[src/hw/rtl/mwsk_pkg.sv]
// ----------------------------------------------------------------------------
// mwsk_pkg
// shared types, constants and codes of the motif window string kernel
// ----------------------------------------------------------------------------
package mwsk_pkg;

  // storage and range limits
  localparam int unsigned MAX_LENGTH = 4096;
  localparam int unsigned MAX_MOTIFS = 16;
  localparam int unsigned MAX_WINDOW = 256;
  localparam int unsigned MAX_DEGREE = 32;
  localparam int unsigned MAX_SHIFT  = 32;

  // datapath widths
  localparam int unsigned DIST_W     = 48;
  localparam int unsigned OUT_W      = 40;
  localparam int unsigned GAUSS_W    = 17;
  localparam int unsigned LEN_W      = 17;
  localparam int unsigned ACC_W      = 20;
  localparam int unsigned DIVIDEND_W = 36;
  localparam int unsigned DIVISOR_W  = 16;

  typedef enum logic [1:0] {
    CMD_LOAD_A     = 2'd0,
    CMD_LOAD_B     = 2'd1,
    CMD_LOAD_MOTIF = 2'd2,
    CMD_COMPUTE    = 2'd3
  } cmd_e;

  typedef enum logic [1:0] {
    CFG_WIDTH_RECIP  = 2'd0,
    CFG_MATCH_DEGREE = 2'd1,
    CFG_MAX_SHIFT    = 2'd2,
    CFG_WINDOW_SIZE  = 2'd3
  } cfg_e;

  typedef enum logic [4:0] {
    ST_IDLE,
    ST_MOT_RD,
    ST_MOT_LAT,
    ST_D_ACC,
    ST_P2_RD,
    ST_P2_LAT,
    ST_P2_ACC,
    ST_WIN,
    ST_RUN_RD,
    ST_RUN_CMP,
    ST_DIV_SET,
    ST_DIV_WAIT,
    ST_K_NEXT,
    ST_MOT_NEXT,
    ST_G_START,
    ST_G_WAIT,
    ST_OUT
  } main_state_e;

  typedef enum logic [2:0] {
    GS_IDLE,
    GS_PPROD,
    GS_CHECK,
    GS_XT,
    GS_DIV,
    GS_DWAIT,
    GS_SQUARE,
    GS_ROUND
  } gauss_state_e;

  typedef struct packed {
    logic                  start;
    logic [DIVIDEND_W-1:0] dividend;
    logic [DIVISOR_W-1:0]  divisor;
  } div_req_t;

  typedef struct packed {
    logic                  done;
    logic [DIVIDEND_W-1:0] quotient;
  } div_rsp_t;

endpackage

[src/hw/rtl/mwsk_div.sv]
// ----------------------------------------------------------------------------
// mwsk_div
// restoring divider, one quotient bit per cycle
// ----------------------------------------------------------------------------
module mwsk_div (
  input  logic               clk_i,
  input  logic               rst_ni,
  input  mwsk_pkg::div_req_t req_i,
  output mwsk_pkg::div_rsp_t rsp_o
);

  localparam int unsigned N   = mwsk_pkg::DIVIDEND_W;
  localparam int unsigned M   = mwsk_pkg::DIVISOR_W;
  localparam int unsigned CW  = $clog2(N + 1);

  logic          busy_q, busy_d;
  logic          done_q, done_d;
  logic [CW-1:0] cnt_q, cnt_d;
  logic [N-1:0]  quo_q, quo_d;
  logic [M-1:0]  rem_q, rem_d;
  logic [M-1:0]  dvs_q, dvs_d;
  logic [M:0]    rem_sh;
  logic [M:0]    rem_diff;

  assign rem_sh   = {rem_q, quo_q[N-1]};
  assign rem_diff = rem_sh - {1'b0, dvs_q};

  always_comb begin
    busy_d = busy_q;
    done_d = 1'b0;
    cnt_d  = cnt_q;
    quo_d  = quo_q;
    rem_d  = rem_q;
    dvs_d  = dvs_q;
    if (req_i.start) begin
      busy_d = 1'b1;
      cnt_d  = CW'(N);
      quo_d  = req_i.dividend;
      rem_d  = '0;
      dvs_d  = req_i.divisor;
    end else if (busy_q) begin
      if (rem_sh >= {1'b0, dvs_q}) begin
        rem_d = rem_diff[M-1:0];
        quo_d = {quo_q[N-2:0], 1'b1};
      end else begin
        rem_d = rem_sh[M-1:0];
        quo_d = {quo_q[N-2:0], 1'b0};
      end
      cnt_d = cnt_q - CW'(1);
      if (cnt_q == CW'(1)) begin
        busy_d = 1'b0;
        done_d = 1'b1;
      end
    end
  end

  always_ff @(posedge clk_i or negedge rst_ni) begin
    if (!rst_ni) begin
      busy_q <= 1'b0;
      done_q <= 1'b0;
      cnt_q  <= '0;
    end else begin
      busy_q <= busy_d;
      done_q <= done_d;
      cnt_q  <= cnt_d;
    end
  end

  always_ff @(posedge clk_i) begin
    quo_q <= quo_d;
    rem_q <= rem_d;
    dvs_q <= dvs_d;
  end

  assign rsp_o.done     = done_q;
  assign rsp_o.quotient = quo_q;

`ifndef ASSERT_OFF
  // a new division must not cut into a running one
  a_no_start_busy: assert property (@(posedge clk_i) disable iff (!rst_ni)
    req_i.start |-> !busy_q)
    else $error("divider started while busy");
`endif

`ifndef ASSERT_OFF
  // done only follows a busy cycle
  a_done_after_busy: assert property (@(posedge clk_i) disable iff (!rst_ni)
    done_q |-> $past(busy_q))
    else $error("divider done without work");
`endif

endmodule

[config.mk]
export PLATFORM = sky130hd
export DESIGN_NAME = mwsk_div
export DESIGN_NICKNAME = d
export VERILOG_FILES = /design/src/hw/rtl/mwsk_pkg.sv /design/src/hw/rtl/mwsk_div.sv
export SDC_FILE = /design/constraint.sdc
export NUM_CORES = 1
export LEC_CHECK = 0
export ABC_AREA = 1
export ABC_CLOCK_PERIOD_IN_PS = 3100
export BUFFER_PORTS_ARGS = -buffer_cell sky130_fd_sc_hd__buf_2
export CAP_MARGIN = 20
export CELL_PAD_IN_SITES_DETAIL_PLACEMENT = 1
export CELL_PAD_IN_SITES_GLOBAL_PLACEMENT = 1
export CORE_MARGIN = 10
export CORE_UTILIZATION = 44
export CTS_CLUSTER_SIZE = 20
export DETAILED_ROUTE_END_ITERATION = 6
export PLACE_DENSITY = 0.89
export REMOVE_ABC_BUFFERS = 1
export SLEW_MARGIN = 30
export SYNTH_ARGS = -nofsm -noshare
export SYNTH_HDL_FRONTEND = slang
export SYNTH_SLANG_ARGS = --single-unit
[constraint.sdc]
create_clock -name clk_i -period 3.1 [get_ports clk_i]
set_input_delay 0.31 -clock clk_i [delete_from_list [all_inputs] [get_ports clk_i]]
set_output_delay 0.31 -clock clk_i [all_outputs]
set_load 0.005 [all_outputs]
After elaboration in Yosys (flattened, before gate mapping)
Cells that the tools add are included.
{ "op_classes": {"n_lt_le_gt_ge": 1, "muxes": 12, "reduce_logical": 1, "add_sub_neg": 2, "eq_ne": 1} }
{ "ops": {"columns": ["operator", "count"], "rows": [
  ["36-bit 2-to-1 mux", 2],
  ["17-bit by 16-bit >= comparator with 1-bit output", 1],
  ["16-bit 2-to-1 mux", 1],
  ["16-bit subtractor", 1],
  ["6-bit 2-to-1 mux", 2],
  ["1-bit 2-to-1 mux", 7],
  ["6-bit by 1-bit == test with 1-bit output, second input constant", 1],
  ["6-bit by 1-bit subtractor with 6-bit output, second input constant", 1],
  ["2-bit nonzero test", 1]
]} }
{ "totals": {"input_bits": 55, "reg_bits": 76, "output_inout_bits": 37} }

Logic depth before layout (Yosys ltp)
{ "depth": {"depth_word": 4, "mapped_depth": 15} }

Worst setup path after synthesis
OpenSTA, ideal clock, no wires.
{ "synth_timing": {"path_kind": "input-to-reg", "startpoint": "in req_i[52] in the netlist's numbering", "endpoint": "reg quo_q[0], enable pin", "required_ns": 2.708, "slack_ns": 1.343, "cell_stages": 3, "arrival_ns": 1.365, "n_path_buf": 1, "setup_time_ns": 0.392, "path_cell_list": "clkbuf_1 nor2_1 inv_1"} }
{ "synth_between": {"elab_chain_len": 1} }
{ "synth_rtl": {"columns": ["item", "line_no", "text"], "rows": [
  ["from (decl)", "mwsk_div.sv:8", "input mwsk_pkg::div_req_t req_i,"],
  ["2-bit nonzero test (no source line)", null, null],
  ["to (signal assigned)", "mwsk_div.sv:70", "quo_q <= quo_d;"],
  ["to (decl)", "mwsk_div.sv:19", "logic [N-1:0] quo_q, quo_d;"]
]} }
No other way between the ends.
A chain may end at the register's enable or synchronous reset.

Worst setup path after layout
{ "layout_timing": {"startpoint": "reg rem_q[13]", "endpoint": "reg rem_q[10]"} }
{ "layout_between": {"elab_chain_len": 2} }
{ "layout_rtl": {"columns": ["item", "line_no", "text"], "rows": [
  ["from (decl)", "mwsk_div.sv:20", "logic [M-1:0] rem_q, rem_d;"],
  ["from (signal assigned)", "mwsk_div.sv:71", "rem_q <= rem_d;"],
  ["17-bit by 16-bit >= comparator with 1-bit output", "mwsk_div.sv:42", "if (rem_sh >= {1'b0, dvs_q}) begin"],
  ["16-bit 2-to-1 mux", "mwsk_div.sv:42", null]
]} }
No other way between the ends.

==> metrics.cfg <==
[status]
status = finished, final reports clean

[routing]
drcViolationCount = 0
routedWlPerCell_um = 16.4
drtIter0Drc = 103
drt-total-wl_um = 12500
vias = 3730
antenna_left = 0
dr.pass1.iters = 6
viasPerCell = 4.90

[min_path]
hold_depth = 1
min-delay-start = req_i[8]
hp-class = in2reg
min_delay_worst_endpoint = dvs_q[8]

[yosys]
yosys_most_used_dff = edfxtp_1
synth_area_per_cell_um2 = 8.20
synthTopCellsByArea = edfxtp_1 36%, nand2_1 20%, dfxtp_1 7.3%
synth_cell_type_count = 37
yosys_register_bits = 76
synth_seq_area_share = 0.477
synth_edf_count = 52
syn-cell-area_um2 = 4360
synth_common_cells = 231 x nand2_1, 64 x inv_1, 52 x edfxtp_1, 26 x nand3_1
netlist_instances = 532
synth_top_area_share = 0.358
synth_top_cell_by_area = edfxtp_1
synth_most_common_cell = nand2_1
yosys_warnings = 0
synth-async-reset-ratio = 0.105

[global_routing]
first_global_vias = 4258
grt_max_degree = 41
gr-total-overflow = 0
grt_pass1_wl_um = 20800
antenna_found_initial = 0
grt_usage = 0.180

[clocking]
cts_made_buffers = 9
cts.clk_slew.worst_paths_ps = 80
cts_setup_buffers = 0
insertion_delay_ps = 360
clk_root_buffer_cell = clkbuf_8
clockBufferDepth = 2
cts_sinks = 76
h-tree-depth = 3
cts_tree = yes

[power]
power.leakage_nw = 2.72
peakVddDrop_v = 0.000351
total_power_mw = 4.00
p_per_area_nw_per_um2 = 782

[placement]
gp_congestion = 0.887
preCtsSetupSlack_ps = 964
numPortBuffers = 91
dp_hpwl_um = 9480

[worst_setup_path]
worstPathRequired_ps = 3410
crit_start = rem_q[13]
worstPathArrival_ps = 2450
cp_common_cell = nand2_1
cp-start-kind = flip-flop
rrSetupSlack_ps = 950
crit_type = reg2reg
critPathBufInv = 0
r2r_start = rem_q[13]
crit_cells = 9
cp_top_family = simple AND/OR/NAND/NOR gates
r2r_end = rem_q[10]
critPathSlowestCell = ha_1
path_max_fanout = 18
cpPeakStageDelay_ps = 410
reg2regPathDepth = 9
end_kind = flip-flop
crit_chain = ha_1, a21oi_1, o21a_1, nand2_2, nor2_8, nand2_8, nand2_1, nand3_1, nand2_1

[die]
ios = 92
dieWidth_um = 120
core_area_um2 = 9730
initial_utilization = 0.448
die_h_um = 120
die_area_um2 = 14300
core.rowCount = 36

[job]
drv_cap = 0

[cells_and_area]
nets = 697
drive_above_1_share = 0.226
multiInputGateArea_um2 = 1920
seq_area_um2 = 2080
fillers = 1237
synthToLayoutAreaGrowth_pct = 17.5
num_antenna_cells = 0

[timing]
min_period_ps = 2150
min_period_over_period = 0.693
setup_slack_ps = 952
setup_tns_ps = 0
hold_violations = 0
hold_ws_ps = 120
finalSetupViolCount = 0
worstMarginPinSlew_ps = 914
rsz0062_at_grt = false
maxSlewViolCount = 0
skew_ps = 5.33
relSlewSlack = 0.390
fmax_mhz = 466

## worst max path at each step
stage,end,slack [ps]
6_report,rem_q[10],950
5_1_grt,rem_q[10],830
4_1_cts,rem_q[10],950
3_5_place_dp,rem_q[10],960
3_3_place_gp,rem_q[11],1090
2_1_floorplan,quo_q[0],1070
## worst register-to-register path, delay by kind of cell, from the launching register on
| kind | cells | cell delay (ps) |
|---|---|---|
| simple gates | 6 | 900 |
| fa+ha+maj | 1 | 410 |
| compound gates | 2 | 430 |
| flops | 1 | 350 |
## metal layers
layer	routed length, um	global-route usage	up-vias
li1	-	-	1865
met1	5070	0.194	1757
met2	6150	0.309	87
met3	984	0.0708	21
met4	283	0.0724	0
met5	0	0	-
## area by class of cell
cell class / count / area share
flip-flops and latches: 76 / 0.406
multi-input cells: 371 / 0.375
repair buffers: 96 / 0.0967
inverters: 69 / 0.0506
well taps: 133 / 0.0325
clock buffers: 10 / 0.0269
clock inverters: 6 / 0.0122
## kinds of logic after synthesis
logic type               synth area share
adder cells (fa/ha/maj)            0.0562
buffers and inverters              0.0823
AND/OR/NAND/NOR                     0.343
AO/OA/AOI/OAI                      0.0284
flip-flops                          0.477
XOR/XNOR                           0.0121
## report_power, final
part	internal, mW	switching, mW	total [mW]
sequential	1.27	0.128	1.40
clock	0.393	0.391	0.784
combinational	0.666	1.15	1.82
total	2.33	1.67	4.00
## flip-flops by register name (all words and copies together) (netlist names)
signal	count
dvs_q	16
quo_q	36
busy_q	1
rem_q	16
cnt_q	6
done_q	1
## cell usage in the layout, fill, tap and decap left out, types with 4 or more instances in the layout
master,netlist,layout
clkbuf_8,0,10
nand3_1,26,26
inv_1,64,64
inv_2,5,5
dfrtp_1,8,8
nand3b_1,18,18
a21oi_1,12,12
buf_2,1,91
o21ai_0,4,4
xnor2_1,5,5
ha_1,18,18
buf_4,2,4
dfxtp_1,16,16
nand2_2,16,16
nor2_1,11,11
nand2_1,231,231
nor3_1,8,8
edfxtp_1,52,52
## repair_timing
item,CTS,global route
hold buffers,1,0
resized for setup,0,0
endpoints found under the hold margin,8,0
## through the flow
| stage | cell area [um2] | cells | utilization |
|---|---|---|---|
| 2_1_floorplan | 4260 | 516 | - |
| 3_3_place_gp | 4910 | 744 | 0.505 |
| 6_report | 5120 | 761 | 0.526 |
| 4_1_cts | 5120 | 761 | 0.526 |
| 3_5_place_dp | 4910 | 744 | 0.505 |
| 5_1_grt | 5120 | 761 | 0.526 |
Power figures use the tool's default switching activity.
