<file path="config.mk">
export PLATFORM = sky130hd
export DESIGN_NAME = mwsk_gauss
export DESIGN_NICKNAME = d
export VERILOG_FILES = /design/src/hw/rtl/mwsk_pkg.sv /design/src/hw/rtl/mwsk_gauss.sv
export SDC_FILE = /design/constraint.sdc
export NUM_CORES = 2
export LEC_CHECK = 0
export BUFFER_PORTS_ARGS = -buffer_cell sky130_fd_sc_hd__buf_2
export CAP_MARGIN = 0
export CORE_MARGIN = 3
export CORE_UTILIZATION = 60
export DETAILED_ROUTE_END_ITERATION = 10
export MAX_ROUTING_LAYER = met4
export PLACE_DENSITY = 0.85
export SYNTH_ARGS = -nofsm -noshare
export SYNTH_HDL_FRONTEND = slang
export SYNTH_SLANG_ARGS = --single-unit
</file>
<file path="constraint.sdc">
create_clock -name clk_i -period 14 [get_ports clk_i]
set_clock_uncertainty 0.05 [all_clocks]
set_input_delay 1.4 -clock clk_i [delete_from_list [all_inputs] [get_ports clk_i]]
set_output_delay 1.4 -clock clk_i [all_outputs]
set_load 0.02 [all_outputs]
</file>
<file path="src/hw/rtl/mwsk_pkg.sv">
// ----------------------------------------------------------------------------
// mwsk_pkg
// shared types, constants and codes of the motif window string kernel
// ----------------------------------------------------------------------------
package mwsk_pkg;

  // storage and range limits
  localparam int unsigned MAX_LENGTH = 4096;
  localparam int unsigned MAX_MOTIFS = 16;
  localparam int unsigned MAX_WINDOW = 256;
  localparam int unsigned MAX_DEGREE = 32;
  localparam int unsigned MAX_SHIFT  = 32;

  // datapath widths
  localparam int unsigned DIST_W     = 48;
  localparam int unsigned OUT_W      = 40;
  localparam int unsigned GAUSS_W    = 17;
  localparam int unsigned LEN_W      = 17;
  localparam int unsigned ACC_W      = 20;
  localparam int unsigned DIVIDEND_W = 36;
  localparam int unsigned DIVISOR_W  = 16;

  typedef enum logic [1:0] {
    CMD_LOAD_A     = 2'd0,
    CMD_LOAD_B     = 2'd1,
    CMD_LOAD_MOTIF = 2'd2,
    CMD_COMPUTE    = 2'd3
  } cmd_e;

  typedef enum logic [1:0] {
    CFG_WIDTH_RECIP  = 2'd0,
    CFG_MATCH_DEGREE = 2'd1,
    CFG_MAX_SHIFT    = 2'd2,
    CFG_WINDOW_SIZE  = 2'd3
  } cfg_e;

  typedef enum logic [4:0] {
    ST_IDLE,
    ST_MOT_RD,
    ST_MOT_LAT,
    ST_D_ACC,
    ST_P2_RD,
    ST_P2_LAT,
    ST_P2_ACC,
    ST_WIN,
    ST_RUN_RD,
    ST_RUN_CMP,
    ST_DIV_SET,
    ST_DIV_WAIT,
    ST_K_NEXT,
    ST_MOT_NEXT,
    ST_G_START,
    ST_G_WAIT,
    ST_OUT
  } main_state_e;

  typedef enum logic [2:0] {
    GS_IDLE,
    GS_PPROD,
    GS_CHECK,
    GS_XT,
    GS_DIV,
    GS_DWAIT,
    GS_SQUARE,
    GS_ROUND
  } gauss_state_e;

  typedef struct packed {
    logic                  start;
    logic [DIVIDEND_W-1:0] dividend;
    logic [DIVISOR_W-1:0]  divisor;
  } div_req_t;

  typedef struct packed {
    logic                  done;
    logic [DIVIDEND_W-1:0] quotient;
  } div_rsp_t;

endpackage

</file>
<file path="src/hw/rtl/mwsk_gauss.sv">
// ----------------------------------------------------------------------------
// mwsk_gauss
// fixed point exp(-dist * width_reciprocal) sequencer on one shared multiplier
// ----------------------------------------------------------------------------
module mwsk_gauss (
  input  logic                                clk_i,
  input  logic                                rst_ni,
  input  logic                                start_i,
  input  logic [mwsk_pkg::DIST_W-1:0]         dist_i,
  input  logic [31:0]                         wr_i,
  output logic                                done_o,
  output logic [mwsk_pkg::GAUSS_W-1:0]        value_o,
  output mwsk_pkg::div_req_t                  div_req_o,
  input  mwsk_pkg::div_rsp_t                  div_rsp_i
);

  localparam int unsigned GW = mwsk_pkg::GAUSS_W;

  mwsk_pkg::gauss_state_e gst_q, gst_d;

  logic [1:0]    c_q, c_d;
  logic [79:0]   prod_q, prod_d;
  logic [19:0]   x_q, x_d;
  logic [31:0]   t_q, t_d;
  logic [51:0]   m_q, m_d;
  logic [3:0]    i_q, i_d;
  logic          done_q, done_d;
  logic [GW-1:0] value_q, value_d;

  logic [31:0]   mul_a, mul_b;
  logic [63:0]   mul_p;
  logic [15:0]   chunk;
  logic [79:0]   pp_sh;
  logic [64:0]   sq_rnd;
  logic [32:0]   t_rnd;

  // shared multiplier
  assign mul_p = mul_a * mul_b;

  always_comb begin
    case (c_q)
      2'd0:    chunk = dist_i[15:0];
      2'd1:    chunk = dist_i[31:16];
      default: chunk = dist_i[47:32];
    endcase
    case (c_q)
      2'd0:    pp_sh = 80'(mul_p);
      2'd1:    pp_sh = 80'(mul_p) << 16;
      default: pp_sh = 80'(mul_p) << 32;
    endcase
  end

  assign sq_rnd = 65'(mul_p) + (65'(1) << 30);
  assign t_rnd  = 33'(t_q) + (33'(1) << 14);

  always_comb begin
    gst_d     = gst_q;
    c_d       = c_q;
    prod_d    = prod_q;
    x_d       = x_q;
    t_d       = t_q;
    m_d       = m_q;
    i_d       = i_q;
    done_d    = 1'b0;
    value_d   = value_q;
    mul_a     = '0;
    mul_b     = '0;
    div_req_o = '0;
    unique case (gst_q)
      mwsk_pkg::GS_IDLE: begin
        if (start_i) begin
          if (wr_i == '0) begin
            value_d = GW'(65536);
            done_d  = 1'b1;
          end else begin
            prod_d = '0;
            c_d    = '0;
            gst_d  = mwsk_pkg::GS_PPROD;
          end
        end
      end
      mwsk_pkg::GS_PPROD: begin
        // 48 x 32 product in three 16 bit slices
        mul_a  = 32'(chunk);
        mul_b  = wr_i;
        prod_d = prod_q + pp_sh;
        if (c_q == 2'd2) begin
          gst_d = mwsk_pkg::GS_CHECK;
        end else begin
          c_d = c_q + 2'd1;
        end
      end
      mwsk_pkg::GS_CHECK: begin
        if (prod_q >= (80'(12) << 32)) begin
          value_d = '0;
          done_d  = 1'b1;
          gst_d   = mwsk_pkg::GS_IDLE;
        end else begin
          x_d   = prod_q[35:16];
          t_d   = 32'h8000_0000;
          i_d   = 4'd10;
          gst_d = mwsk_pkg::GS_XT;
        end
      end
      mwsk_pkg::GS_XT: begin
        mul_a = 32'(x_q);
        mul_b = t_q;
        m_d   = 52'(mul_p);
        gst_d = mwsk_pkg::GS_DIV;
      end
      mwsk_pkg::GS_DIV: begin
        div_req_o.start    = 1'b1;
        div_req_o.dividend = mwsk_pkg::DIVIDEND_W'(m_q >> 20);
        div_req_o.divisor  = mwsk_pkg::DIVISOR_W'(i_q);
        gst_d              = mwsk_pkg::GS_DWAIT;
      end
      mwsk_pkg::GS_DWAIT: begin
        if (div_rsp_i.done) begin
          t_d = 32'h8000_0000 - div_rsp_i.quotient[31:0];
          if (i_q == 4'd1) begin
            c_d   = '0;
            gst_d = mwsk_pkg::GS_SQUARE;
          end else begin
            i_d   = i_q - 4'd1;
            gst_d = mwsk_pkg::GS_XT;
          end
        end
      end
      mwsk_pkg::GS_SQUARE: begin
        // four rounded squarings in Q31
        mul_a = t_q;
        mul_b = t_q;
        t_d   = 32'(sq_rnd >> 31);
        if (c_q == 2'd3) begin
          gst_d = mwsk_pkg::GS_ROUND;
        end else begin
          c_d = c_q + 2'd1;
        end
      end
      mwsk_pkg::GS_ROUND: begin
        value_d = GW'(t_rnd >> 15);
        done_d  = 1'b1;
        gst_d   = mwsk_pkg::GS_IDLE;
      end
      default: begin
        gst_d = mwsk_pkg::GS_IDLE;
      end
    endcase
  end

  always_ff @(posedge clk_i or negedge rst_ni) begin
    if (!rst_ni) begin
      gst_q  <= mwsk_pkg::GS_IDLE;
      done_q <= 1'b0;
    end else begin
      gst_q  <= gst_d;
      done_q <= done_d;
    end
  end

  always_ff @(posedge clk_i) begin
    c_q     <= c_d;
    prod_q  <= prod_d;
    x_q     <= x_d;
    t_q     <= t_d;
    m_q     <= m_d;
    i_q     <= i_d;
    value_q <= value_d;
  end

  assign done_o  = done_q;
  assign value_o = value_q;

`ifndef ASSERT_OFF
  // result never exceeds one in Q1.16
  a_value_range: assert property (@(posedge clk_i) disable iff (!rst_ni)
    done_q |-> (value_q <= GW'(65536)))
    else $error("gaussian value out of range");
`endif

endmodule

</file>
# --- After elaboration in Yosys (flattened, before gate mapping) ---
# Index checks and enable logic that the tools add are counted.
totals:
  register_bits: 211
  in_bits: 120
  out_inout_bits: 71
op_classes:
  add_sub_neg: 6
  multipliers: 1
  magnitude_cmp: 1
  n_eq_ne: 23
  mux: 38
  bitwise_logic: 1
  n_reduce_logical: 16
ops:
  columns: ["cell", "count"]
  rows:
  - ["$pmux W80 S2", 2]
  - ["$pmux W32 S3", 2]
  - ["$mux W80", 2]
  - ["$add A80 B80 Y80", 1]
  - ["$ge A80 B36 Y1 const B", 1]
  - ["$mul A32 B32 Y64", 1]
  - ["$mux W32", 2]
  - ["$pmux W32 S2", 1]
  - ["$add A63 B31 Y63 const B", 1]
  - ["$mux W53", 1]
  - ["$mux W17", 3]
  - ["$pmux W17 S3", 1]
  - ["$add A32 B15 Y32 const B", 1]
  - ["$logic_not A32 Y1", 1]
  - ["$pmux W16 S2", 1]
  - ["$sub A32 B32 Y32 const A", 1]
  - ["$ne A2 B2 Y1 const B", 12]
  - ["$pmux W3 S8", 1]
  - ["$mux W3", 6]
  - ["$mux W2", 7]
  - ["$eq A3 B3 Y1 const B", 4]
  - ["$mux W4", 3]
  - ["$pmux W2 S4", 1]
  - ["$pmux W4 S2", 1]
  - ["21 further kinds", 29]

# --- Depth between registers and ports, before layout ---
logic_depth:
  ltp_word: 7
  depth_mapped: 55

# --- Worst setup path before layout ---
# No wires, ideal clock.
synth_path:
  kind: "input-to-reg"
  startpoint: "input port dist_i[0] (netlist bit)"
  endpoint: "register prod_q[77] (data pin)"
  arrival_ps: 11638
  required_time_ps: 13684
  setup_slack_ps: 2046
  cell_stages: 43
  path_cell_list: "and3_1 a211oi_1 a211oi_1 a21oi_1 nor2b_1 a21oi_1 clkbuf_1 nand2b_1 fa_1 fa_1 inv_1 fa_1 fa_1 fa_1 fa_1 fa_1 inv_1 fa_1 [7 not listed] clkbuf_1 or3_1 and2_1 clkbuf_1 inv_1 o21ai_0 ha_1 clkbuf_1 a21o_1 a2111oi_0 nor3_1 nor2_1 o211ai_1 o21ai_0 nor3_1 or3_1 a311oi_1 mux2i_1"
synth_via:
  elab_chain_len: 6
synth_rtl:
  columns: ["element", "line_no", "source"]
  rows:
  - ["start, declared", "mwsk_gauss.sv:9", "input logic [mwsk_pkg::DIST_W-1:0] dist_i,"]
  - ["$pmux W16 S2", "mwsk_gauss.sv:41", "case (c_q)"]
  - ["$pmux W32 S3", "mwsk_gauss.sv:69", "unique case (gst_q)"]
  - ["$mul A32 B32 Y64", "mwsk_gauss.sv:38", "assign mul_p = mul_a * mul_b;"]
  - ["via mul_p[44]", "mwsk_gauss.sv:31", "logic [63:0] mul_p;"]
  - ["$pmux W80 S2", "mwsk_gauss.sv:46", "case (c_q)"]
  - ["$add A80 B80 Y80", "mwsk_gauss.sv:86", "prod_d = prod_q + pp_sh;"]
  - ["$pmux W80 S2", "mwsk_gauss.sv:69", null]
  - ["end signal, assigned", "mwsk_gauss.sv:163", "prod_q <= prod_d;"]
  - ["end, declared", "mwsk_gauss.sv:22", "logic [79:0] prod_q, prod_d;"]
# The timed path passes the listed nets, and every way through them passes these cells.
# A chain may end at the register's enable or synchronous reset.

# --- Worst setup path in the final report ---
layout_path:
  startpoint: "register c_q[0]"
  endpoint: "register prod_q[77] (data pin)"
layout_via:
  elab_chain_len: 7
  word_cells_on_any_way: 8
  cone_classes: "add/sub (1); mul (1); eq/ne (1); mux (4); reduce/logical (1)"
layout_rtl:
  columns: ["element", "line_no", "source"]
  rows:
  - ["start, declared", "mwsk_gauss.sv:21", "logic [1:0] c_q, c_d;"]
  - ["start signal, assigned", "mwsk_gauss.sv:162", "c_q <= c_d;"]
  - ["$eq A2 B1 Y1 or $logic_not A2 Y1 (tied branches)", "mwsk_gauss.sv:41, mwsk_gauss.sv:46", null]
  - ["$pmux W16 S2", "mwsk_gauss.sv:41", null]
  - ["$pmux W32 S3", "mwsk_gauss.sv:69", null]
  - ["$mul A32 B32 Y64", "mwsk_gauss.sv:38", null]
  - ["$pmux W80 S2 *", "mwsk_gauss.sv:46", null]
  - ["$add A80 B80 Y80 *", "mwsk_gauss.sv:86", null]
  - ["$pmux W80 S2 *", "mwsk_gauss.sv:69", null]
# Every way passes the cells marked *; elsewhere a longest branch is shown, timed or not.

==> flow_summary.toml <==
[outcome]
status = "complete, but fails checks"
violations = "max-capacitance violations, max-slew violations"

[layout]
drive_gt1_frac = 0.0867
final_common_cell = "inv_1"
final_cell_mix = "977 x inv_1, 897 x fa_1, 722 x nor2_1"
final_nets = 7167
nFillCells = 6478
syn_to_final_growth_pct = 6.52

[setup_path]
crit_top_cell = "fa_1"
r2r-start = "c_q[0]"
slowest_stage = "o31ai_1"
rr_worst_depth = 44
worstPathArrival_ns = 13.91
r2r-end = "prod_q[77]"
slowest_delay_ns = 0.60
worstSetupPathType = "reg -> reg"
regToRegSetupSlack_ns = 0.27
critPathLaunchType = "register"
worstPathRequired_ns = 14.19
crit_fanout = 18
cp-end-kind = "register"

[clock_tree]
clock-sinks = 191
cts_tree = "built"
ctsHtreeMaxLevel = 4
clk_path_buf_depth = 2
hold_buffers = 0
cts_buffers = 17
ctsRootBufferMaster = "clkbuf_16"
path_clk_slew_ns = 0.08
insertion_delay_ns = 0.49

[hold_path]
hold_end = "x_q[10]"
hp-start = "prod_q[26]"
hold_depth = 0
hold_class = "reg -> reg"

[sta]
max_freq_mhz = 72.9
slew_headroom = -0.147
fin_crit_sh = 0.980
tightestPinTransition_ns = 1.70
finalSetupTns_ns = 0
finalSetupViolCount = 0
layout_min_cycle_time_ns = 13.73
slew_violations = 3
rsz0062_at_grt = "false"
finalHoldViolCount = 0

[floorplan]
num_rows = 104
ioPinCount = 191
die_h_microns = 292
die_x_microns = 292
core_sq_um = 80700
initial_core_util = 0.608
die_area_sq_um = 85200

[yosys]
syn_inst = 5722
synth.distinct_cells = 111
synth-seq-cells = 191
ys.flop_type = "edfxtp_1"
async_flop_share = 0.0209
yosysWarnings = 0
ys_seq_area_frac = 0.117
syn-cell-area_sq_um = 49000
avgSynthCellArea_sq_um = 8.57
synth-edff-count = 187

[route]
avgRoutedWirePerCell_microns = 24.7
postRouteAntennaNets = 0
drc_errors = 0
vias = 43700
drtIter0Drc = 5285
via_per_inst = 6.36
dr.pass1.iters = 9
wl_microns = 170000

[global_route]
grt.overflow.total = 0
grt_pass1_wl_microns = 258000
antenna_found_initial = 8
grt_pass1_vias = 44500
grt_usage = 0.413
grt_max_degree = 83

[run]
cap_violations = 1

[placement]
hpwlAfterDp_microns = 138000
gp_congestion = 1.08
port-buffer-count = 170
[logic make-up after synthesis]
| group | Yosys count | synth area share |
|---|---|---|
| xor gates and xnor gates | 176 | 0.0317 |
| buffers and inverters | 1326 | 0.104 |
| other | 1 | 0.0000765 |
| AOI/OAI and AO/OA | 839 | 0.117 |
| and+or+nand+nor | 1932 | 0.173 |
| DFF | 191 | 0.117 |
| muxes | 8 | 0.00168 |
| adders and majority gates | 1249 | 0.456 |
[worst max-delay path by stage]
stage,startpoint,to,slack (ns)
2_1_floorplan,dist_i[0],prod_q[77],2.05
3_5_place_dp,dist_i[26],prod_q[77],0.43
3_3_place_gp,dist_i[26],prod_q[77],0.47
6_report,c_q[0],prod_q[77],0.27
5_1_grt,c_q[1],prod_q[77],0.02
4_1_cts,c_q[1],prod_q[77],0.46
[worst max-delay path: cells and delay by family (launching register included)]
family	cells	cell delay [ns]
DFF	1	0.41
muxes	1	0.12
adders and majority gates	11	5.10
buffers and inverters	9	1.35
and+or+nand+nor	6	1.47
AOI/OAI and AO/OA	16	4.56
xor gates and xnor gates	1	0.37
[per-stage QoR]
| stage | std cells | worst slack (ns) | cell area (sq um) | util | hold slack, ns |
|---|---|---|---|---|---|
| after floorplan | 5737 | 2.05 | 49100 | - | 0.383 |
| after global placement | 6839 | 0.470 | 51600 | 0.640 | 0.388 |
| after detailed placement | 6839 | 0.433 | 51600 | 0.640 | 0.395 |
| after CTS | 6870 | 0.456 | 52200 | 0.647 | 0.407 |
| after global routing | 6876 | 0.0200 | 52200 | 0.647 | 0.418 |
| final | 6878 | 0.273 | 52200 | 0.647 | 0.405 |
[layout make-up]
type / instances / area [sq um] / share of cell area
clock buffers: 17 / 425 / 0.00815
repair buffers: 384 / 2510 / 0.0480
diodes: 8 / 20.0 / 0.000383
well taps: 1060 / 1330 / 0.0254
flip-flops and latches: 191 / 5720 / 0.109
clock inverters: 14 / 151 / 0.00290
inverters: 984 / 3690 / 0.0707
multi-input cells: 4220 / 38400 / 0.735
[timing repair]
item | in CTS | in global routing
endpoints found under the setup margin | 0 | 13
resized for setup | 0 | 9
setup buffers | 0 | 0
[metal layers]
metal	part of all wire	up-vias	track usage	routed length (microns)
li1	-	18400	-	-
met1	0.34	21300	0.494	58300
met2	0.43	3149	0.609	73400
met3	0.14	852	0.133	24200
met4	0.084	0	0.259	14200
met5	0	-	-	0
[flip-flops by register name, summed over array words and instances, names as in the netlist]
register / count
prod_q: 80
done_o: 1
t_q: 32
m_q: 32
gst_q: 3
value_o: 17
i_q: 4
c_q: 2
x_q: 20
[cell usage after synthesis, types with 37 or more instances]
cell	number	share of area
nor2_1	725	0.056
nand2_1	722	0.055
a21o_1	77	0.012
xnor2_1	98	0.018
inv_1	977	0.075
nand4_1	64	0.0082
nor3_1	73	0.0075
a21oi_1	190	0.019
a22o_1	65	0.012
nand3_1	76	0.0078
and2_1	68	0.0087
fa_1	897	0.37
edfxtp_1	187	0.11
ha_1	352	0.090
xor2_1	76	0.014
o21bai_1	37	0.0057
a22oi_1	70	0.011
clkbuf_1	297	0.023
nor4_1	41	0.0052
o21ai_0	169	0.017
Power is left out: the tool's default activity adds up to more than one toggle a clock period on the data nets, which glitch-free logic cannot reach.
